**src/rtl/upd_pkg.sv**
```systemverilog
`timescale 1ns / 1ps
// ----------------------------------------------------------------------------
// upd_pkg
// Shared types, character codes and helpers of the URL percent decoder.
// ----------------------------------------------------------------------------
package upd_pkg;

	localparam logic [7:0] CH_PCT   = 8'h25;
	localparam logic [7:0] CH_PLUS  = 8'h2B;
	localparam logic [7:0] CH_SPACE = 8'h20;
	localparam logic [7:0] CH_NUL   = 8'h00;

	localparam logic [1:0] PH_IDLE  = 2'd0;
	localparam logic [1:0] PH_PCT   = 2'd1;
	localparam logic [1:0] PH_DIGIT = 2'd2;

	localparam int         PADDR_W         = 3;
	localparam logic [0:0] REG_MAX_OUT_LEN = 1'b0;
	localparam logic [15:0] MAX_LEN_RESET  = 16'd1023;

	localparam int QDEPTH = 4;
	localparam int QPTR_W = $clog2(QDEPTH);

	// up to three decoded bytes per request, then an optional terminator
	typedef struct packed {
		logic [2:0][7:0] bytes;
		logic [1:0]      cnt;
		logic            eos;
	} upd_entry_t;

	function automatic logic is_hex(input logic [7:0] ch);
		logic r;
		r = ((ch >= 8'h30) && (ch <= 8'h39)) ||
			((ch >= 8'h61) && (ch <= 8'h66)) ||
			((ch >= 8'h41) && (ch <= 8'h46));
		return r;
	endfunction

	function automatic logic [3:0] hex_nib(input logic [7:0] ch);
		logic [3:0] r;
		if (ch <= 8'h39) begin
			r = ch[3:0];
		end else begin
			r = ch[3:0] + 4'd9;
		end
		return r;
	endfunction

endpackage

```
**src/rtl/upd_in_if.sv**
```systemverilog
`timescale 1ns / 1ps
// ----------------------------------------------------------------------------
// upd_in_if
// Encoded byte channel: valid/ready handshake with the byte and its end mark.
// ----------------------------------------------------------------------------
interface upd_in_if;
	logic       valid;
	logic       ready;
	logic [7:0] in_byte;
	logic       last_byte;

	modport source(output valid, output in_byte, output last_byte, input ready);
	modport sink(input valid, input in_byte, input last_byte, output ready);
endinterface

```
**src/rtl/upd_out_if.sv**
```systemverilog
`timescale 1ns / 1ps
// ----------------------------------------------------------------------------
// upd_out_if
// Decoded result channel: valid/ready handshake with byte and status flags.
// ----------------------------------------------------------------------------
interface upd_out_if;
	logic       valid;
	logic       ready;
	logic [7:0] out_byte;
	logic       byte_valid;
	logic       end_of_string;

	modport source(output valid, output out_byte, output byte_valid,
		output end_of_string, input ready);
	modport sink(input valid, input out_byte, input byte_valid,
		input end_of_string, output ready);
endinterface

```
**src/rtl/upd_front.sv**
```systemverilog
`timescale 1ns / 1ps
// ----------------------------------------------------------------------------
// upd_front
// Accepts encoded bytes, tracks the escape phase and builds the list of
// candidate decoded bytes and the terminator flag for each request.
// ----------------------------------------------------------------------------
module upd_front (
	input  logic                clk,
	input  logic                arst_n,
	upd_in_if.sink              in_ch,
	input  logic                q_full,
	output logic                push,
	output upd_pkg::upd_entry_t push_entry
);

	logic [1:0] phase_q;
	logic [7:0] first_q;
	logic [1:0] phase_d;
	logic [7:0] first_d;

	assign in_ch.ready = !q_full;
	assign push        = in_ch.valid && !q_full;

	always_comb begin
		logic [7:0] ch;
		logic       nz;
		logic       hx;
		logic       fresh;
		logic [1:0] n;
		logic [2:0][7:0] b;
		logic [1:0] ph;
		logic [7:0] f;
		ch    = in_ch.in_byte;
		nz    = (ch != upd_pkg::CH_NUL);
		hx    = upd_pkg::is_hex(ch);
		fresh = 1'b0;
		n     = 2'd0;
		b     = '0;
		ph    = phase_q;
		f     = first_q;
		if (nz) begin
			fresh = 1'b1;
			if (ph == upd_pkg::PH_PCT) begin
				if (hx) begin
					f     = ch;
					ph    = upd_pkg::PH_DIGIT;
					fresh = 1'b0;
				end else begin
					b[n] = upd_pkg::CH_PCT;
					n    = n + 2'd1;
					ph   = upd_pkg::PH_IDLE;
				end
			end else if (ph == upd_pkg::PH_DIGIT) begin
				if (hx) begin
					b[n]  = {upd_pkg::hex_nib(f), upd_pkg::hex_nib(ch)};
					n     = n + 2'd1;
					ph    = upd_pkg::PH_IDLE;
					f     = upd_pkg::CH_NUL;
					fresh = 1'b0;
				end else begin
					b[n] = upd_pkg::CH_PCT;
					n    = n + 2'd1;
					b[n] = f;
					n    = n + 2'd1;
					ph   = upd_pkg::PH_IDLE;
				end
			end
			if (fresh) begin
				if (ch == upd_pkg::CH_PCT) begin
					ph = upd_pkg::PH_PCT;
				end else if (ch == upd_pkg::CH_PLUS) begin
					b[n] = upd_pkg::CH_SPACE;
					n    = n + 2'd1;
				end else begin
					b[n] = ch;
					n    = n + 2'd1;
				end
			end
		end
		push_entry.eos = !nz || in_ch.last_byte;
		if (push_entry.eos) begin
			// flush a cut escape literally
			if (ph != upd_pkg::PH_IDLE) begin
				b[n] = upd_pkg::CH_PCT;
				n    = n + 2'd1;
				if (ph == upd_pkg::PH_DIGIT) begin
					b[n] = f;
					n    = n + 2'd1;
				end
			end
			ph = upd_pkg::PH_IDLE;
			f  = upd_pkg::CH_NUL;
		end
		push_entry.bytes = b;
		push_entry.cnt   = n;
		phase_d          = ph;
		first_d          = f;
	end

	always_ff @(posedge clk or negedge arst_n) begin
		if (!arst_n) begin
			phase_q <= upd_pkg::PH_IDLE;
			first_q <= upd_pkg::CH_NUL;
		end else if (push) begin
			phase_q <= phase_d;
			first_q <= first_d;
		end
	end

endmodule

```
**src/rtl/upd_queue.sv**
```systemverilog
`timescale 1ns / 1ps
// ----------------------------------------------------------------------------
// upd_queue
// Small register queue between the classifying front and the emitting back.
// ----------------------------------------------------------------------------
module upd_queue (
	input  logic                clk,
	input  logic                arst_n,
	input  logic                push,
	input  upd_pkg::upd_entry_t push_entry,
	input  logic                pop,
	output logic                full,
	output logic                head_valid,
	output upd_pkg::upd_entry_t head
);

	upd_pkg::upd_entry_t             mem_q [upd_pkg::QDEPTH];
	logic [upd_pkg::QPTR_W-1:0]      wr_ptr_q;
	logic [upd_pkg::QPTR_W-1:0]      rd_ptr_q;
	logic [upd_pkg::QPTR_W:0]        count_q;

	assign full       = (count_q == (upd_pkg::QPTR_W+1)'(upd_pkg::QDEPTH));
	assign head_valid = (count_q != '0);
	assign head       = mem_q[rd_ptr_q];

	always_ff @(posedge clk) begin
		if (push) begin
			mem_q[wr_ptr_q] <= push_entry;
		end
	end

	always_ff @(posedge clk or negedge arst_n) begin
		if (!arst_n) begin
			wr_ptr_q <= '0;
			rd_ptr_q <= '0;
			count_q  <= '0;
		end else begin
			if (push) begin
				wr_ptr_q <= wr_ptr_q + 1'b1;
			end
			if (pop) begin
				rd_ptr_q <= rd_ptr_q + 1'b1;
			end
			if (push && !pop) begin
				count_q <= count_q + 1'b1;
			end else if (pop && !push) begin
				count_q <= count_q - 1'b1;
			end
		end
	end

	a_no_overflow: assert property (@(posedge clk) disable iff (!arst_n)
		count_q <= (upd_pkg::QPTR_W+1)'(upd_pkg::QDEPTH))
		else $error("queue count beyond depth");

	a_pop_nonempty: assert property (@(posedge clk) disable iff (!arst_n)
		pop |-> head_valid)
		else $error("pop from empty queue");

endmodule

```
**src/rtl/upd_back.sv**
```systemverilog
`timescale 1ns / 1ps
// ----------------------------------------------------------------------------
// upd_back
// Walks each queued request one result per cycle while the output is free,
// applies the output length limit and drives the registered result channel.
// ----------------------------------------------------------------------------
module upd_back (
	input  logic                clk,
	input  logic                arst_n,
	input  logic [15:0]         max_out_len,
	input  logic                head_valid,
	input  upd_pkg::upd_entry_t head,
	output logic                pop,
	upd_out_if.source           out_ch
);

	logic [1:0]  k_q;
	logic [15:0] count_q;
	logic        skip_q;
	logic        out_valid_q;
	logic [7:0]  out_byte_q;
	logic        byte_valid_q;
	logic        eos_q;

	logic        out_free;
	logic        pass;
	logic        is_byte;
	logic        adv;
	logic        load;
	logic        load_term;

	assign out_free = !out_valid_q || out_ch.ready;
	assign pass     = !skip_q && (count_q < max_out_len);
	assign is_byte  = (k_q < head.cnt);

	always_comb begin
		adv       = 1'b0;
		load      = 1'b0;
		load_term = 1'b0;
		pop       = 1'b0;
		if (head_valid) begin
			if (is_byte) begin
				if (pass) begin
					adv  = out_free;
					load = out_free;
				end else begin
					adv = 1'b1;
				end
				if (adv && !head.eos && (k_q == head.cnt - 2'd1)) begin
					pop = 1'b1;
				end
			end else if (head.eos) begin
				load      = out_free;
				load_term = out_free;
				pop       = out_free;
			end else begin
				pop = 1'b1;
			end
		end
	end

	always_ff @(posedge clk or negedge arst_n) begin
		if (!arst_n) begin
			k_q         <= 2'd0;
			count_q     <= '0;
			skip_q      <= 1'b0;
			out_valid_q <= 1'b0;
		end else begin
			if (pop) begin
				k_q <= 2'd0;
			end else if (adv) begin
				k_q <= k_q + 2'd1;
			end
			if (load_term) begin
				count_q <= '0;
				skip_q  <= 1'b0;
			end else if (adv && pass) begin
				count_q <= count_q + 16'd1;
			end else if (adv) begin
				skip_q <= 1'b1;
			end
			if (load) begin
				out_valid_q <= 1'b1;
			end else if (out_ch.ready) begin
				out_valid_q <= 1'b0;
			end
		end
	end

	always_ff @(posedge clk) begin
		if (load) begin
			out_byte_q   <= load_term ? upd_pkg::CH_NUL : head.bytes[k_q];
			byte_valid_q <= !load_term;
			eos_q        <= load_term;
		end
	end

	assign out_ch.valid         = out_valid_q;
	assign out_ch.out_byte      = out_byte_q;
	assign out_ch.byte_valid    = byte_valid_q;
	assign out_ch.end_of_string = eos_q;

	a_term_clears: assert property (@(posedge clk) disable iff (!arst_n)
		load_term |=> (count_q == '0) && !skip_q)
		else $error("terminator did not clear string state");

	a_term_shape: assert property (@(posedge clk) disable iff (!arst_n)
		out_valid_q |-> (byte_valid_q != eos_q))
		else $error("result is neither byte nor terminator");

	a_slot_range: assert property (@(posedge clk) disable iff (!arst_n)
		head_valid |-> (k_q <= head.cnt))
		else $error("slot index past request");

endmodule

```
**src/rtl/url_percent_decoder_unit.sv**
```systemverilog
`timescale 1ns / 1ps
// ----------------------------------------------------------------------------
// url_percent_decoder_unit
// URL percent decoder with APB limit register and valid/ready byte channels.
// ----------------------------------------------------------------------------
// One encoded byte is accepted per cycle while the four-entry request queue
// has room. The front decodes %XY escapes and '+' in the accept cycle and
// queues up to three decoded bytes plus an optional terminator per byte; the
// back emits one result per cycle while the output register is free, and each
// result passes through the queue and the output register after acceptance.
// Dropped bytes past max_out_len (APB address 0, reset 1023) are still walked
// by the back but give no result. A zero byte or last_byte ends the string
// with a terminator result and clears the per-string state.
module url_percent_decoder_unit (
	input  logic                        clk,
	input  logic                        arst_n,
	input  logic                        psel,
	input  logic                        penable,
	input  logic                        pwrite,
	input  logic [upd_pkg::PADDR_W-1:0] paddr,
	input  logic [31:0]                 pwdata,
	output logic [31:0]                 prdata,
	output logic                        pready,
	upd_in_if.sink                      in_ch,
	upd_out_if.source                   out_ch
);

	logic [15:0]         max_out_len_q;
	logic                reg_hit;
	logic                q_full;
	logic                push;
	upd_pkg::upd_entry_t push_entry;
	logic                pop;
	logic                head_valid;
	upd_pkg::upd_entry_t head;

	assign pready  = 1'b1;
	assign reg_hit = (paddr[upd_pkg::PADDR_W-1:2] == upd_pkg::REG_MAX_OUT_LEN);
	assign prdata  = reg_hit ? {16'd0, max_out_len_q} : 32'd0;

	always_ff @(posedge clk or negedge arst_n) begin
		if (!arst_n) begin
			max_out_len_q <= upd_pkg::MAX_LEN_RESET;
		end else if (psel && penable && pwrite && reg_hit) begin
			max_out_len_q <= pwdata[15:0];
		end
	end

	upd_front u_front (
		.clk        (clk),
		.arst_n     (arst_n),
		.in_ch      (in_ch),
		.q_full     (q_full),
		.push       (push),
		.push_entry (push_entry)
	);

	upd_queue u_queue (
		.clk        (clk),
		.arst_n     (arst_n),
		.push       (push),
		.push_entry (push_entry),
		.pop        (pop),
		.full       (q_full),
		.head_valid (head_valid),
		.head       (head)
	);

	upd_back u_back (
		.clk         (clk),
		.arst_n      (arst_n),
		.max_out_len (max_out_len_q),
		.head_valid  (head_valid),
		.head        (head),
		.pop         (pop),
		.out_ch      (out_ch)
	);

endmodule
```
**src/flat_wrapper.sv**
```systemverilog
// flat-port wrapper written by rule: the top's interface ports become plain ports
module url_percent_decoder_unit_flat 
  (clk, arst_n, psel, penable, pwrite, paddr, pwdata, prdata, pready, in_ch_valid, in_ch_in_byte, in_ch_last_byte, in_ch_ready, out_ch_valid, out_ch_out_byte, out_ch_byte_valid, out_ch_end_of_string, out_ch_ready);
  upd_in_if in_ch_i ();
  upd_out_if out_ch_i ();
  input  logic clk;
  input  logic arst_n;
  input  logic psel;
  input  logic penable;
  input  logic pwrite;
  input  logic [upd_pkg::PADDR_W-1:0] paddr;
  input  logic [31:0] pwdata;
  output logic [31:0] prdata;
  output logic pready;
  input wire logic [$bits(in_ch_i.valid)-1:0] in_ch_valid;
  input wire logic [$bits(in_ch_i.in_byte)-1:0] in_ch_in_byte;
  input wire logic [$bits(in_ch_i.last_byte)-1:0] in_ch_last_byte;
  output wire logic [$bits(in_ch_i.ready)-1:0] in_ch_ready;
  output wire logic [$bits(out_ch_i.valid)-1:0] out_ch_valid;
  output wire logic [$bits(out_ch_i.out_byte)-1:0] out_ch_out_byte;
  output wire logic [$bits(out_ch_i.byte_valid)-1:0] out_ch_byte_valid;
  output wire logic [$bits(out_ch_i.end_of_string)-1:0] out_ch_end_of_string;
  input wire logic [$bits(out_ch_i.ready)-1:0] out_ch_ready;
  assign in_ch_i.valid = in_ch_valid;
  assign in_ch_i.in_byte = in_ch_in_byte;
  assign in_ch_i.last_byte = in_ch_last_byte;
  assign in_ch_ready = in_ch_i.ready;
  assign out_ch_valid = out_ch_i.valid;
  assign out_ch_out_byte = out_ch_i.out_byte;
  assign out_ch_byte_valid = out_ch_i.byte_valid;
  assign out_ch_end_of_string = out_ch_i.end_of_string;
  assign out_ch_i.ready = out_ch_ready;
  url_percent_decoder_unit u_core (.clk(clk), .arst_n(arst_n), .psel(psel), .penable(penable), .pwrite(pwrite), .paddr(paddr), .pwdata(pwdata), .prdata(prdata), .pready(pready), .in_ch(in_ch_i), .out_ch(out_ch_i));
endmodule
```
**config.mk**
```make
export PLATFORM = sky130hd
export DESIGN_NAME = url_percent_decoder_unit_flat
export DESIGN_NICKNAME = d
export VERILOG_FILES = /design/src/rtl/upd_pkg.sv /design/src/rtl/upd_in_if.sv /design/src/rtl/upd_out_if.sv /design/src/rtl/upd_front.sv /design/src/rtl/upd_queue.sv /design/src/rtl/upd_back.sv /design/src/rtl/url_percent_decoder_unit.sv /design/src/flat_wrapper.sv
export SDC_FILE = /design/constraint.sdc
export NUM_CORES = 1
export LEC_CHECK = 0
export BUFFER_PORTS_ARGS = -buffer_cell sky130_fd_sc_hd__buf_2
export CAP_MARGIN = 15
export CORE_ASPECT_RATIO = 0.9
export CORE_MARGIN = 3
export CORE_UTILIZATION = 48
export DETAILED_ROUTE_END_ITERATION = 10
export GPL_TIMING_DRIVEN = 0
export PLACE_DENSITY = 0.76
export SLEW_MARGIN = 30
export SYNTH_ARGS = -nofsm -noshare
export SYNTH_HDL_FRONTEND = slang
export SYNTH_SLANG_ARGS = --single-unit
```
**constraint.sdc**
```tcl
create_clock -name clk -period 4.9 [get_ports clk]
set_clock_uncertainty 0.15 [all_clocks]
set_input_delay 0.735 -clock clk [delete_from_list [all_inputs] [get_ports clk]]
set_output_delay 0.735 -clock clk [all_outputs]
set_load 0.1 [all_outputs]
```
Word-level counts from Yosys, hierarchy flattened
Memory sizes are Yosys's and may differ from the RTL's.
Index checks and enable logic that the tools add are counted.
{ "word_totals": {"reg_bits": 63, "mem_bits_rw": 108, "input_bits": 51, "n_memories": 1} }
{ "op_classes": {"addsub": 12, "n_lt_le_gt_ge": 16, "eq_ne": 8, "n_mux": 83, "bitwise": 7, "n_reduce_logical": 37} }
{ "memory_table": {"columns": ["memory", "words", "word_bits", "read_ports", "rd_clocked_by_memory_dff", "write_ports", "line", "text"], "rows": [
  ["u_core.u_queue.mem_q", 4, 27, 1, 0, 1, "upd_queue.sv:17", "upd_pkg::upd_entry_t mem_q [upd_pkg::QDEPTH];"]
]} }
{ "op_table": {"columns": ["op", "count"], "rows": [
  ["two-way mux 24 bit", 7],
  ["two-way mux 8 bit", 15],
  ["two-way mux 16 bit", 4],
  ["bitwise mux 24 bit", 2],
  ["demux 8 bit (select 2 bit)", 3],
  ["two-way mux 2 bit", 19],
  ["two-way mux 1 bit", 27],
  ["AND 14 x 21 -> 21 bit", 1],
  ["NOT 21 bit", 1],
  ["adder 16 x 1 -> 16 bit (second input constant)", 1],
  ["binary-select mux 8 bit (select 2 bit)", 1],
  ["equality test 8 x 6 -> 1 bit (second input constant)", 2],
  [">= comparator 8 x 7 -> 1 bit (second input constant)", 2],
  ["<= comparator 8 x 6 -> 1 bit (second input constant)", 2],
  ["<= comparator 8 x 7 -> 1 bit (second input constant)", 2],
  ["logical AND 1 bit", 16],
  ["< comparator 16 bit", 1],
  ["AND 15 bit", 1],
  ["NOT 15 bit", 1],
  ["adder 2 x 1 -> 2 bit (second input constant)", 6],
  ["< comparator 2 x 3 -> 1 bit (second input constant)", 4],
  ["nonzero test 2 bit", 6],
  ["bitwise OR 9 bit", 1],
  ["adder 4 bit (second input constant)", 2],
  ["other kinds (21)", 36]
]} }

Longest topological paths before layout
Gate-level depths: netlist (run 1).
{ "depth": {"ltp_word": 23, "mapped_depth": 14} }

Hierarchy
A second synthesis (run 1) with hierarchy kept.
{ "hier_totals": {"cells_unflattened": 753, "hier_area_um2": 9401.5} }
{ "modules_own_cells": {"columns": ["module", "instances", "cells_per_inst", "area_per_inst_um2"], "rows": [
  ["upd_queue", 1, 175, 4300.4],
  ["upd_back", 1, 251, 2252.2],
  ["upd_front", 1, 257, 1936.9],
  ["url_percent_decoder_unit", 1, 70, 912.1]
]} }

Worst setup path before layout (run 1)
Ideal clock, no wire load.
{ "synth_timing": {"kind": "input to register", "startpoint": "input in_ch_in_byte[0]", "endpoint": "memory u_core.u_queue.mem_q[0][8] (netlist name) (data pin)", "t_arrival_ns": 3.132, "t_required_ns": 4.479, "setup_slack_ns": 1.347, "path_stages": 11, "n_path_buf": 1, "cell_sequence": "clkbuf_1 -> inv_1 -> ha_1 -> or3b_4 -> a41oi_4 -> nor2_2 -> or3_1 -> ha_1 -> a21oi_1 -> nor2_1 -> o32a_1"} }
{ "synth_rtl": {"columns": ["item", "line", "text"], "rows": [
  ["start, declared", "flat_wrapper.sv:16", "input wire logic [$bits(in_ch_i.in_byte)-1:0] in_ch_in_byte;"],
  ["end, declared", "upd_queue.sv:17", null]
]} }

==> results of run 1 <==
[final timing paths]
kind	start	endpoint	slack, ps	depth (start not counted)
setup / recovery	in_ch_in_byte[0]	u_core.u_queue.mem_q[3][4]	910	12
hold / removal	arst_n	u_core.u_back.count_q[12]	190	1
setup reg to reg	u_core.max_out_len_q[5]	u_core.u_queue.count_q[2]	1200	14
hold reg to reg	u_core.u_back.count_q[15]	u_core.u_back.count_q[15]	360	1
max in group asynchronous	arst_n	u_core.u_front.first_q[4]	3940	1
min in group clk	u_core.u_back.count_q[15]	u_core.u_back.count_q[15]	360	1
[kinds of logic (layout without fill, tap and decap cells)]
family                     count (synthesis)  count (layout)  synth area share, %
other                                      2              17               0.0844
xor gates and xnor gates                  11              11                 1.25
buffers and inverters                     87             176                 4.98
muxes                                     45              45                 9.12
adders and majority gates                 35              35                 5.01
and+or+nand+nor                          191             191                 11.2
AOI/OAI and AO/OA                        167             167                 13.4
DFF                                      171             171                 54.9
[stage by stage]
step | instance area (µm²) | total power [mW] | setup WS [ps] | instances | utilization (%)
floorplan | 8950 | 3.78 | 1350 | 724 | -
global placement | 9520 | 4.21 | 548 | 1018 | 53.2
detailed placement | 9590 | 4.30 | 560 | 1021 | 53.6
CTS | 10200 | 5.68 | 991 | 1053 | 56.9
global route | 10200 | 5.95 | 655 | 1053 | 56.9
finish | 10200 | 5.65 | 912 | 1053 | 56.9
[Yosys cell counts, drive strengths merged (6+ instances only)]
cell,number,share of area [%]
o21ai,22,1.3
o22ai,10,0.70
nor3,12,0.73
o211ai,6,0.51
nand2,49,2.1
inv,35,1.5
a22oi,10,0.84
and3,10,0.70
o31ai,8,0.73
nand3,19,1.3
a21oi,41,2.3
nand4,6,0.42
ha,34,4.8
a22o,11,1.1
dfrtp,43,12
a2bb2oi,7,0.69
and2,8,0.56
nor2,46,2.0
or4,6,0.51
xnor2,7,0.69
a211o,6,0.59
or3,8,0.56
clkbuf,16,0.68
dfstp,10,3.0
edfxtp,118,40
a21o,7,0.59
mux2,18,2.3
mux4,27,6.8
buf,34,2.7
[report_power, final]
| part | internal [mW] | switching [mW] |
|---|---|---|
| clock | 0.771 | 0.607 |
| sequential | 1.94 | 0.115 |
| combinational | 0.709 | 1.51 |
[critical path, delay by kind of cell]
family	cells	cell delay [ps]
adders and majority gates	2	440
buffers and inverters	3	480
AOI/OAI and AO/OA	3	1220
and+or+nand+nor	4	1070
[metal layers]
metal / up-vias / part of all wire (%) / GRT usage [%]
met5: - / 0 / 0
met4: 0 / 2.5 / 6.35
met3: 54 / 8.4 / 5.45
met2: 281 / 44 / 30.8
met1: 3041 / 45 / 32.3
li1: 2861 / - / -
[layout make-up]
type / count / area, µm² / share of cell area (%)
inverters: 37 / 139 / 1.36
multi-input cells: 466 / 3630 / 35.6
well taps: 240 / 300 / 2.95
repair buffers: 57 / 333 / 3.27
clock inverters: 15 / 178 / 1.74
flip-flops and latches: 171 / 4880 / 47.9
plain buffers: 50 / 304 / 2.98
clock buffers: 17 / 425 / 4.17
[state kept, by name, indices dropped and copies added (netlist names)]
name	count
u_core.u_queue.mem_q	108
u_core.max_out_len_q	16
u_core.u_back.count_q	16
u_core.u_back.out_ch.out_byte	8
u_core.u_front.first_q	8
u_core.u_queue.count_q	3
u_core.u_back.k_q	2
u_core.u_front.phase_q	2
u_core.u_queue.rd_ptr_q	2
u_core.u_queue.wr_ptr_q	2
u_core.u_back.out_ch.byte_valid	1
u_core.u_back.out_ch.end_of_string	1
u_core.u_back.out_ch.valid	1
u_core.u_back.skip_q	1
[cells in the final DEF, fill, tap and decap left out, types with 20 or more instances in the layout]
| cell | synthesis | layout |
|---|---|---|
| nand2_1 | 49 | 49 |
| dfrtp_1 | 43 | 43 |
| inv_1 | 35 | 35 |
| edfxtp_1 | 118 | 118 |
| ha_1 | 34 | 34 |
| buf_4 | 19 | 20 |
| nor2_1 | 45 | 45 |
| mux4_2 | 27 | 27 |
| a21oi_1 | 41 | 41 |
| buf_2 | 9 | 62 |
==> metrics, run 1 <==
status=finished clean; Top FF cell, synth=edfxtp_1; cell count after synthesis=709; WHS=between 150 and 200 ps; Worst IR Drop VDD=0.357 mV; syn avg cell area=12.5 µm²; highest-delay cell along the critical path=o32ai_1; CTS root buf=clkbuf_16; Seq/Total Area, Yosys=54.9%; initial antenna violation count=0; Synth-to-Final Area Change=14.6%; total wire length=~21 mm; PwrDens=roughly 550 nW/µm²; Worst-path clk slew=70 ps; Slew headroom=between 40% and 50%; DP Wirelength=roughly 15 mm; DRT iter0 DRCs=709; Max stage delay on crit path=730 ps; Post-CTS Setup Repair Bufs=0; period utilization=81.4%; via count=6237; die area=around 20000 µm²; Leakage=4.02 nW; routed vias/inst=about 5.9; post-route setup TNS=0 ps; RSZ-0062 raised after global routing=no; final-layout fill cell count=1417; worst-path fanout max=8; CTS sink cnt=roughly 170; crit path cell chain=buf_2 -> clkbuf_1 -> inv_1 -> ha_1 -> or3b_4 -> a41oi_4 -> nor2_2 -> or3_1 -> ha_1 -> a21oi_1 -> nor2_1 -> o32ai_1; TritonCTS clock tree=done; Final Hold Viols=0; max cap viols=0; Min Clock Period, post-route=3990 ps; hold buffers post-CTS=0; number of global-route vias before repair=5928; Tightest Pin Transition=869 ps; WS Path Type=in -> reg; distinct cell type count after synthesis=84; Die X=149 µm; share of post-route cells with drive strength above 1=24.0%; TritonCTS Buffers=17; Final setup viols=0; EDFF count, synth=118; # IOs=96; first-pass GRT wire length=33.3 mm; H-tree Lvls=4; most frequent CP cell=ha_1; CORE AREA=~18000 µm²; total grt overflow=0; Starting Density=49.7%; final net count=886; Req. time, crit path=4870 ps; Resize count post-CTS=0; FF+latch count, synth=171; CP endpoint kind=flop; post-route ant nets=0; Synth Cell Area=8890 µm²; max-slew violation count=0; Worst-Skew Late Latency=430 ps; num rows=46; port buffer count=54; largest net degree at the start of global routing=54; Fmax=251 MHz; CP arrival=3960 ps; HP Class=in -> async; ANT cells=0; chip height=135 µm; Routed wire per std cell=20.0 µm; clk buf depth=2; ys async rst share=31.0%; crit path launch type=primary input; yosys warns=0; gr usage total=21.4%; Placer Congestion=1.00; first drt pass iteration count=6; DRC=0
No activity file was read; power rests on OpenSTA's default activity.
==> run 2: changes to the inputs <==
Settings changed: PLACE_DENSITY 0.76 to 0.79.
Clock period 4.9 ns to 3.49 ns, I/O delays scaled along.
==> metrics, run 2 (synthesis results as in run 1) <==
Placer Congestion=0.949 (-5.3%); RSZ-0062 raised after global routing=yes; period utilization=99.1%; via count=6327 (+1.4%); HP Class=in -> async; Leakage=4.05 nW (+0.87%); hold buffers post-CTS=0 (unchanged); PwrDens=765 nW/µm² (+38%); Min Clock Period, post-route=3460 ps; CP delay by family, top=simple AND/OR/NAND/NOR gates; Starting Density=49.7% (unchanged); Worst-path clk slew=70 ps (about the same); most frequent CP cell=ha_1; commonest non-fill, non-tap cells in the layout=edfxtp_1 (118), buf_2 (62), nand2_1 (49), nor2_1 (43), dfrtp_1 (43); clk buf depth=2 (unchanged); biggest regs=u_core.u_queue.mem_q: 108 flops, u_core.max_out_len_q: 16 flops, u_core.u_back.count_q: 16 flops; CORE AREA=17900 µm² (unchanged); routed vias/inst=5.99 (+1.2%); Max stage delay on crit path=420 ps (-310 ps); Fmax=around 290 MHz; Final setup viols=0 (unchanged); failing checks=negative hold slack; final net count=889 (+0.34%); Req. time, crit path=3490 ps (-1380 ps); CP endpoint kind=flop; CTS sink cnt=171 (unchanged); Largest register FFs=108 (unchanged); largest net degree at the start of global routing=54 (unchanged); Worst-Skew Late Latency=420 ps (about the same); CP Buf/Inv Count=3 (unchanged); status=finished with violations; Tightest Pin Transition=849 ps (-20.0 ps); clock group share of total power=23.5% (-0.9 points); share of post-route cells with drive strength above 1=26.8% (+2.9 points); Psw=3.12 mW (+40%); Routed wire per std cell=19.6 µm (-1.9%); post-route ant nets=0 (unchanged); area of the multi-input gates=3750 µm² (+3.3%); TritonCTS clock tree=done; highest-delay cell along the critical path=o32a_1; H-tree Lvls=4 (unchanged); initial antenna violation count=0 (unchanged); total grt overflow=0 (unchanged); crit path launch type=primary input; Placed Area=9550 µm² (-0.42%); Pint=4.74 mW (+39%); ANT cells=0 (unchanged); Worst IR Drop VDD=0.460 mV (+29%); chip height=135 µm (unchanged); CTS root buf=clkbuf_16; WHS=-10.2 ps (-203 ps); TritonCTS Buffers=17 (unchanged); total wire length=20.7 mm (-1.6%); Total Power=7.87 mW (+39%); gr usage total=20.6% (-0.82 points); Synth-to-Final Area Change=15.6%; DRC=0 (unchanged); switching share of power=39.7% (+0.13 points); final-layout fill cell count=1423 (+0.42%); number of global-route vias before repair=5811 (-2.0%); Top reg by flops=u_core.u_queue.mem_q; post-route setup TNS=0 ps (unchanged); Die X=149 µm (unchanged); DRT iter0 DRCs=879 (+24%); Reg area=4880 µm² (unchanged); first-pass GRT wire length=32.4 mm (-2.9%); combinational power share=39.8% (+0.5 points); max-slew violation count=0 (unchanged); Final Hold Viols=22 (+22); first drt pass iteration count=7 (+1); crit path cell chain=buf_2 -> clkbuf_2 -> inv_1 -> ha_1 -> or3b_4 -> a41oi_4 -> nor2_2 -> or3_1 -> ha_1 -> a21oi_1 -> nor2_4 -> o32a_1; port buffer count=54 (unchanged); final instance area=10300 µm² (+0.90%); num rows=46 (unchanged); worst-path fanout max=8 (unchanged); most common cell after layout, fill and taps aside=edfxtp_1; Sequential Power Share=36.7% (+0.4 points); DP Wirelength=14.4 mm (-3.1%); WS Path Type=in -> reg; # IOs=96 (unchanged); CP arrival=3460 ps (-500 ps); Slew headroom=43.0% (+1.3 points); die area=20200 µm² (unchanged); max cap viols=0 (unchanged)
-- run 2: metal layers --
layer,routed length (µm),vias up,track usage (%)
met1,9180,3072,32.0
met2,9350,338,30.3
met5,0,-,0
met4,401,0,4.32
met3,1790,46,4.12
li1,-,2871,-
-- run 2: worst paths after layout --
kind,startpoint,endpoint,slack (ps),cells after the start
min in group clk,pwdata[14],u_core.max_out_len_q[14],170,2
max in group asynchronous,arst_n,u_core.u_queue.count_q[2],2750,1
setup reg to reg,u_core.max_out_len_q[5],u_core.u_queue.count_q[2],80,14
setup / recovery,in_ch_in_byte[0],u_core.u_queue.mem_q[0][8],30,12
hold / removal,arst_n,u_core.max_out_len_q[11],-10,1
hold reg to reg,u_core.max_out_len_q[14],u_core.max_out_len_q[14],360,1
-- run 2: area by class of cell --
class,count,share of cell area (%)
Sequential cell,171,47.5
Buffer,50,2.98
Clock inverter,14,1.42
Inverter,37,1.35
Tap cell,240,2.92
Clock buffer,18,4.17
Timing Repair Buffer,60,3.21
Multi-Input combinational cell,466,36.5
-- run 2: power by group through the flow --
stage / sequential, mW / clock, mW / combinational [mW]
2_1_floorplan: 3.37 / 0 / 1.94
3_3_place_gp: 2.91 / 0 / 2.98
3_5_place_dp: 2.92 / 0 / 3.07
4_1_cts: 2.88 / 1.88 / 3.11
5_1_grt: 2.93 / 1.97 / 3.39
6_report: 2.88 / 1.85 / 3.13
-- run 2: per-stage QoR --
| step | util (%) | hold WS, ps | std cells | setup slack [ps] |
|---|---|---|---|---|
| 5_1_grt | 57.4 | 33.0 | 1056 | -30.8 |
| 6_report | 57.4 | -10.2 | 1056 | 29.8 |
| 3_5_place_dp | 53.3 | 344 | 1019 | -581 |
| 3_3_place_gp | 53.2 | 336 | 1018 | -564 |
| 2_1_floorplan | - | 77.9 | 724 | 148 |
| 4_1_cts | 56.7 | 6.63 | 1052 | 3.65 |
-- run 2: repair_timing --
action / in CTS / in global routing
resized for setup: 6 / 21
pin swaps: 1 / 7
buffers inserted: 1 / 4
setup endpoints to repair: 30 / 74
hold endpoints to repair: 0 / 0
-- run 2: worst reg2reg max path, cell delays in order, from the launching register on --
cell	delay [ps]
dfstp_2	530
inv_1	50
ha_1	290
a211o_1	310
a221oi_2	240
o211a_1	280
o21a_4	170
nor4_2	50
nor2_2	180
ha_2	220
inv_1	50
fa_1	370
xor2_1	170
nor2_1	110
xor2_1	160
